### src/rtl/vpa_pkg.sv
// Package with shared constants, codes and the cell command type of the partition allocator.
package vpa_pkg;

  localparam int LenW        = 15;
  localparam int DefMaxSeg   = 64;
  localparam int DefPoolSize = 32767;

  localparam logic [2:0] ST_OK       = 3'd0;
  localparam logic [2:0] ST_NOFIT    = 3'd1;
  localparam logic [2:0] ST_CONFLICT = 3'd2;
  localparam logic [2:0] ST_ZERO     = 3'd3;
  localparam logic [2:0] ST_FULL     = 3'd4;

  localparam logic ACT_ALLOC   = 1'b0;
  localparam logic ACT_RELEASE = 1'b1;

  localparam logic POL_FIRST = 1'b0;
  localparam logic POL_BEST  = 1'b1;

  localparam logic [2:0] CMD_HOLD = 3'd0;
  localparam logic [2:0] CMD_ROT  = 3'd1;
  localparam logic [2:0] CMD_REM  = 3'd2;
  localparam logic [2:0] CMD_INS  = 3'd3;
  localparam logic [2:0] CMD_UPD  = 3'd4;

  typedef struct packed {
    logic [2:0]      op;
    logic [LenW-1:0] start;
    logic [LenW-1:0] len;
  } cell_cmd_t;

endpackage

### src/rtl/vpa_cell.sv
// One cell of the segment chain: holds a single free segment and trades it with its neighbors.
module vpa_cell
  import vpa_pkg::*;
#(
  parameter int CW        = 7,
  parameter int K         = 0,
  parameter int POOL_SIZE = DefPoolSize
) (
  input  logic            clk,
  input  logic            rst_n,
  input  cell_cmd_t       cmd,
  input  logic [CW-1:0]   target,
  input  logic [LenW-1:0] left_start,
  input  logic [LenW-1:0] left_len,
  input  logic [LenW-1:0] right_start,
  input  logic [LenW-1:0] right_len,
  output logic [LenW-1:0] start_r,
  output logic [LenW-1:0] len_r
);

  localparam logic [CW-1:0] KIdx = CW'(K);

  logic [LenW-1:0] start_nxt;
  logic [LenW-1:0] len_nxt;

  always_comb begin
    start_nxt = start_r;
    len_nxt   = len_r;
    unique case (cmd.op)
      CMD_ROT: begin
        start_nxt = right_start;
        len_nxt   = right_len;
      end
      CMD_REM: begin
        if (KIdx >= target) begin
          start_nxt = right_start;
          len_nxt   = right_len;
        end
      end
      CMD_INS: begin
        if (KIdx > target) begin
          start_nxt = left_start;
          len_nxt   = left_len;
        end else if (KIdx == target) begin
          start_nxt = cmd.start;
          len_nxt   = cmd.len;
        end
      end
      CMD_UPD: begin
        if (KIdx == target) begin
          start_nxt = cmd.start;
          len_nxt   = cmd.len;
        end
      end
      default: ;
    endcase
  end

  always_ff @(posedge clk) begin
    if (!rst_n) begin
      start_r <= '0;
      len_r   <= (K == 0) ? LenW'(POOL_SIZE) : '0;
    end else begin
      start_r <= start_nxt;
      len_r   <= len_nxt;
    end
  end

endmodule

### config.mk
export PLATFORM = sky130hd
export DESIGN_NAME = vpa_cell
export DESIGN_NICKNAME = d
export VERILOG_FILES = /design/src/rtl/vpa_pkg.sv /design/src/rtl/vpa_cell.sv
export SDC_FILE = /design/constraint.sdc
export NUM_CORES = 1
export LEC_CHECK = 0
export ABC_AREA = 1
export BUFFER_PORTS_ARGS = -buffer_cell sky130_fd_sc_hd__clkbuf_2
export CAP_MARGIN = 20
export CORE_MARGIN = 10
export CORE_UTILIZATION = 35
export CTS_BUF_LIST = sky130_fd_sc_hd__clkbuf_8
export DETAILED_ROUTE_END_ITERATION = 16
export GPL_ROUTABILITY_DRIVEN = 0
export PLACE_DENSITY = 0.7
export SETUP_SLACK_MARGIN = 0.2
export SLEW_MARGIN = 20
export SYNTH_ARGS = -nofsm -noshare
export SYNTH_HDL_FRONTEND = slang
export SYNTH_SLANG_ARGS = --single-unit
### constraint.sdc
create_clock -name clk -period 1.36 [get_ports clk]
set_input_delay 0.204 -clock clk [delete_from_list [all_inputs] [get_ports clk]]
set_output_delay 0.204 -clock clk [all_outputs]
set_load 0.005 [all_outputs]
==> impl_metrics.env, run 1 <==
export IMPL_viasPerCell=4.413
export IMPL_cap_violations=0
export IMPL_cts_made_buffers=5
export IMPL_peakVddDrop_mv=0.6084
export IMPL_post_cts_buffers=0
export IMPL_wire_per_inst_um=12.01
export IMPL_hold_start="cmd[26]"
export IMPL_min_path_cells=5
export IMPL_area_growth_pct=39.92
export IMPL_drtIter0Drc=101
export IMPL_overflow=0
export IMPL_leakage_nw=1.463
export IMPL_arrival_ns=1.25
export IMPL_synth_seq_cells=30
export IMPL_grt_max_degree=25
export IMPL_finalCriticalPeriod_ns=1.041
export IMPL_r2r_start="len_r[7]"
export IMPL_synth_flop_cell="dfxtp_1"
export IMPL_finalNonFillerCells=484
export IMPL_p_per_area_nw_per_um2=897.1
export IMPL_nets=516
export IMPL_hpwl_mm=4.623
export IMPL_yosys_top_cells_count="77 x nor2_1, 72 x nand2_1, 31 x inv_1"
export IMPL_drt_first_pass_iters=4
export IMPL_drc=0
export IMPL_finalHoldViolCount=0
export IMPL_skew_ns=0
export IMPL_seq_area_frac_synth_pct=32.48
export IMPL_fp_row_count=26
export IMPL_syn_nets=413
export IMPL_avgSynthCellArea_um2=5.946
export IMPL_cts_resized=0
export IMPL_synth_async_reset_ratio_pct=0
export IMPL_r2r_slack_ns=0.61
export IMPL_fmax_mhz=960.2
export IMPL_grt_pass1_vias=2111
export IMPL_die_area_um2=8591
export IMPL_drive_above_1_share_pct=34.06
export IMPL_critPathLaunchType="input pin"
export IMPL_clk_pin_slew_ns=0.06
export IMPL_vias=2136
export IMPL_ant_nets=0
export IMPL_root_buffer="clkbuf_8"
export IMPL_slew_viol_final=0
export IMPL_dp_cells=477
export IMPL_synth_edf_count=0
export IMPL_antenna_found_initial=0
export IMPL_synth_top_area_share_pct=32.48
export IMPL_r2r_end="len_r[7]"
export IMPL_ios=132
export IMPL_endpoint_kind="register"
export IMPL_synth_area_leaders="dfxtp_1 32%, nor2_1 16%, nand2_1 15%"
export IMPL_syn_area_um2=1849
export IMPL_synth_most_common_cell="nor2_1"
export IMPL_clock_sinks=30
export IMPL_rsz0062_at_grt="no"
export IMPL_die_height_um=92.69
export IMPL_min_period_over_period_pct=76.58
export IMPL_antenna_cells=0
export IMPL_netlist_instances=311
export IMPL_synth_cell_types=22
export IMPL_dieWidth_um=92.69
export IMPL_min_path_type="input pin to register"
export IMPL_path_max_fanout=22
export IMPL_core_area_um2=5107
export IMPL_path_class="input pin to register"
export IMPL_setup_tns_ns=0
export IMPL_routed_wl_mm=5.811
export IMPL_clock_latency_ns=0.28
export IMPL_cts_tree="built"
export IMPL_min_to="start_r[11]"
export IMPL_worst_pin_slew_ns=0.3433
export IMPL_clk_path_buf_depth=2
export IMPL_cts_hold_fix_buffers=0
export IMPL_status="finished clean"
export IMPL_start_util_pct=36.21
export IMPL_finalSetupViolCount=0
export IMPL_grt_pass1_wl_mm=9.453
export IMPL_rr_worst_depth=4
export IMPL_yosys_area_top_type="dfxtp_1"
export IMPL_grt_usage_pct=13.26
export IMPL_h_tree_depth=2
export IMPL_port_buffers=101
export IMPL_relSlewSlack_pct=77.12
export IMPL_yosys_warnings=0
export IMPL_cp_data_required_time_ns=1.57
-- cells by family after synthesis --
logic type             synth area share [%]
buffers and inverters                 12.92
flip-flops                            32.48
AO/OA/AOI/OAI                         9.270
AND/OR/NAND/NOR                       45.33
-- area by class of cell --
type                            instances  area (µm²)
Clock buffer                            5       68.82
Clock inverter                          2       7.507
Inverter                               34       127.6
Tap cell                               70       87.58
Multi-Input combinational cell        229        1030
Timing Repair Buffer                  114       665.6
Fill cell                             553        2520
Sequential cell                        30       600.6
-- cells in the final DEF, fill, tap and decap left out --
master,Yosys,routed
nor2_2,2,1
inv_2,3,3
or2_1,1,1
o21ai_2,1,1
nand3_1,30,30
nand2_2,9,9
nand3_2,2,2
buf_4,3,8
clkbuf_2,1,101
a21oi_1,1,1
nand2_1,72,72
nor2_1,77,75
o21ai_0,16,16
o21ai_1,14,14
clkbuf_8,0,5
nor2_4,1,4
inv_1,31,33
dfxtp_1,30,30
a21boi_0,1,1
buf_12,0,5
nand2_4,2,2
-- worst max-delay path, stage by stage --
cell	delay [ns]
clkbuf_2	0.12
nor2_2	0.12
nand2_2	0.09
nand2_2	0.17
o21ai_2	0.08
nand3_2	0.10
buf_12	0.16
nand2_1	0.06
a21oi_1	0.13
-- registers in the layout, summed over array words and instances, names as in the netlist --
register and cells:
start_r 15, len_r 15
-- layer usage --
metal  vias to the layer above  routed length, µm  track usage (%)
met4                         0                 65            4.499
met1                       923               2422            14.69
met5                         -                  0                0
met2                        53               2946            23.24
met3                         6                377            4.439
li1                       1154                  -                -
-- power breakdown --
part           switching [mW]  total [mW]  internal (mW)
clock                   0.318       0.655          0.336
sequential             0.0503        1.01          0.964
combinational           0.336       0.652          0.316
total                   0.705        2.32           1.62
-- per-stage QoR --
stage	cell area, µm²	power (mW)	setup WS, ns	utilization, %	hold WS [ns]
5_1_grt	2587	2.485	0.2092	50.66	0.2764
4_1_cts	2587	2.358	0.3199	50.66	0.2429
3_3_place_gp	2511	1.679	0.05354	49.17	0.4519
3_5_place_dp	2511	1.694	0.03105	49.17	0.4729
2_1_floorplan	1869	1.405	0.1790	-	0.4268
6_report	2587	2.321	0.3185	50.66	0.2483
-- worst max path at each step --
stage	startpoint	endpoint	slack [ns]	depth (start not counted)
floorplan	target[5]	start_r[10]	0.18	10
global placement	target[1]	start_r[9]	0.05	10
finish	cmd[31]	start_r[6]	0.32	9
CTS	cmd[31]	start_r[6]	0.32	9
detailed placement	target[5]	start_r[2]	0.03	10
global route	cmd[31]	start_r[6]	0.21	9
Power figures use the tool's default switching activity.
==> run 2: changes to the inputs <==
- clock period: 1.36 -> 1.05 ns (I/O delays scaled with it)
==> impl_metrics.env, run 2 (synthesis gave the netlist of run 1 again) <==
export IMPL_critPathLaunchType="input pin"
export IMPL_ant_nets=0
export IMPL_viasPerCell=4.514
export IMPL_endpoint_kind="register"
export IMPL_grt_usage_pct=13.80
export IMPL_ios=132
export IMPL_drive_above_1_share_pct=46.05
export IMPL_dpl_cell_area_um2=2524
export IMPL_cts_tree="built"
export IMPL_hpwl_mm=4.486
export IMPL_path_max_fanout=14
export IMPL_use_met2_pct=24.59
export IMPL_port_buffers=101
export IMPL_min_path_type="input pin to register"
export IMPL_slowest_delay_ns=0.18
export IMPL_path_common_cell="nand2_4"
export IMPL_core_area_um2=5107
export IMPL_status="finished clean"
export IMPL_die_area_um2=8591
export IMPL_leakage_nw=1.618
export IMPL_finalHoldViolCount=0
export IMPL_met3_usage_pct=5.408
export IMPL_min_path_cells=5
export IMPL_largest_registers="len_r (15), start_r (15)"
export IMPL_drtIter0Drc=84
export IMPL_grt_use_met1_pct=14.80
export IMPL_worst_pin_slew_ns=0.1650
export IMPL_top_usage_layer="met2"
export IMPL_fp_row_count=26
export IMPL_clk_pin_slew_ns=0.06
export IMPL_min_period_over_period_pct=91.39
export IMPL_wire_per_inst_um=12.21
export IMPL_path_cells="clkbuf_2, nor2_4, nand2_4, inv_2, nand2_4, nand2_4, nand3_4, buf_16, o21ai_1, nor2_1"
export IMPL_cts_made_buffers=5
export IMPL_finalSetupViolCount=0
export IMPL_rsz0062_at_grt="yes"
export IMPL_nets=533
export IMPL_area_growth_pct=61.37
export IMPL_final_area_um2=2984
export IMPL_slew_viol_final=0
export IMPL_drt_first_pass_iters=4
export IMPL_start_util_pct=36.21
export IMPL_hold_start="cmd[25]"
export IMPL_root_buffer="clkbuf_8"
export IMPL_r2r_end="len_r[14]"
export IMPL_clock_sinks=30
export IMPL_dp_cells=477
export IMPL_rr_worst_depth=5
export IMPL_clk_path_buf_depth=2
export IMPL_overflow=0
export IMPL_layout_commonest_cell="clkbuf_2"
export IMPL_arrival_ns=1.13
export IMPL_path_class="input pin to register"
export IMPL_fmax_mhz=1042
export IMPL_cap_violations=0
export IMPL_mostFrequentLayoutCells="80 x clkbuf_2, 72 x nor2_1, 70 x nand2_1"
export IMPL_r2r_slack_ns=0.16
export IMPL_p_per_area_nw_per_um2=1109
export IMPL_routed_wl_mm=6.106
export IMPL_vias=2257
export IMPL_grt_pass1_vias=2204
export IMPL_finalNonFillerCells=500
export IMPL_die_height_um=92.69
export IMPL_antenna_cells=0
export IMPL_min_to="start_r[10]"
export IMPL_antenna_found_initial=0
export IMPL_finalCriticalPeriod_ns=0.9596
export IMPL_clock_latency_ns=0.28
export IMPL_skew_ns=0
export IMPL_critical_path_top_delay_family="simple AND/OR/NAND/NOR gates"
export IMPL_cp_num_buf_inv=3
export IMPL_h_tree_depth=2
export IMPL_drc=0
export IMPL_cts_hold_fix_buffers=0
export IMPL_grt_pass1_wl_mm=9.894
export IMPL_peakVddDrop_mv=0.5957
export IMPL_cp_slowest_cell="buf_16"
export IMPL_dieWidth_um=92.69
export IMPL_cp_data_required_time_ns=1.22
export IMPL_r2r_start="len_r[14]"
export IMPL_relSlewSlack_pct=88.88
export IMPL_grt_max_degree=31
[run 2: through the flow]
stage	utilization (%)	setup WS, ns	power, mW	setup TNS, ns	hold WS (ns)
after floorplan	-	-0.08352	1.831	-0.4939	0.3803
after global placement	49.41	-0.1644	2.171	-4.574	0.4524
after detailed placement	49.41	-0.2096	2.188	-5.756	0.4525
after CTS	54.83	0.09454	3.218	0	0.2027
after global routing	58.43	0.01059	3.537	0	0.2409
final	58.43	0.09043	3.310	0	0.2079
[run 2: how the worst max path moves through the flow]
stage / startpoint / to / slack (ns) / cells past startpoint
finish: target[1] / start_r[2] / 0.09 / 10
floorplan: target[5] / start_r[10] / -0.08 / 10
CTS: target[1] / start_r[7] / 0.09 / 8
global placement: target[5] / len_r[14] / -0.16 / 11
global route: target[1] / len_r[0] / 0.01 / 9
detailed placement: cmd[31] / start_r[10] / -0.21 / 10
[run 2: where the power goes]
group          switching [mW]  internal, mW  total [mW]
registers              0.0711          1.27        1.34
clock network           0.393         0.504       0.897
logic                   0.492         0.579        1.07
[run 2: what timing repair did]
item | 4_1_cts | 5_1_grt
gates resized for setup | 39 | 46
gates cloned | 1 | 0
setup buffers | 12 | 4
pin swaps | 2 | 0
endpoints found under the setup margin | 60 | 60
[run 2: routing by layer]
metal  vias to the layer above  routed length, µm
met2                        60               3110
met5                         -                  0
met3                         8                464
met1                       998               2447
met4                         0                 83
li1                       1191                  -
[run 2: worst register-to-register path: stages (launching register included)]
cell	delay, ns
dfxtp_2	0.32
buf_4	0.13
nor2_1	0.10
o21ai_0	0.10
nand2_1	0.07
nand3_1	0.06
[run 2: final cells by class]
type	count	area, µm²
Inverter	34	127.6
Multi-Input combinational cell	229	1085
Tap cell	70	87.58
Timing Repair Buffer	131	963.4
Sequential cell	30	638.1
Fill cell	490	2123
Clock buffer	6	82.58
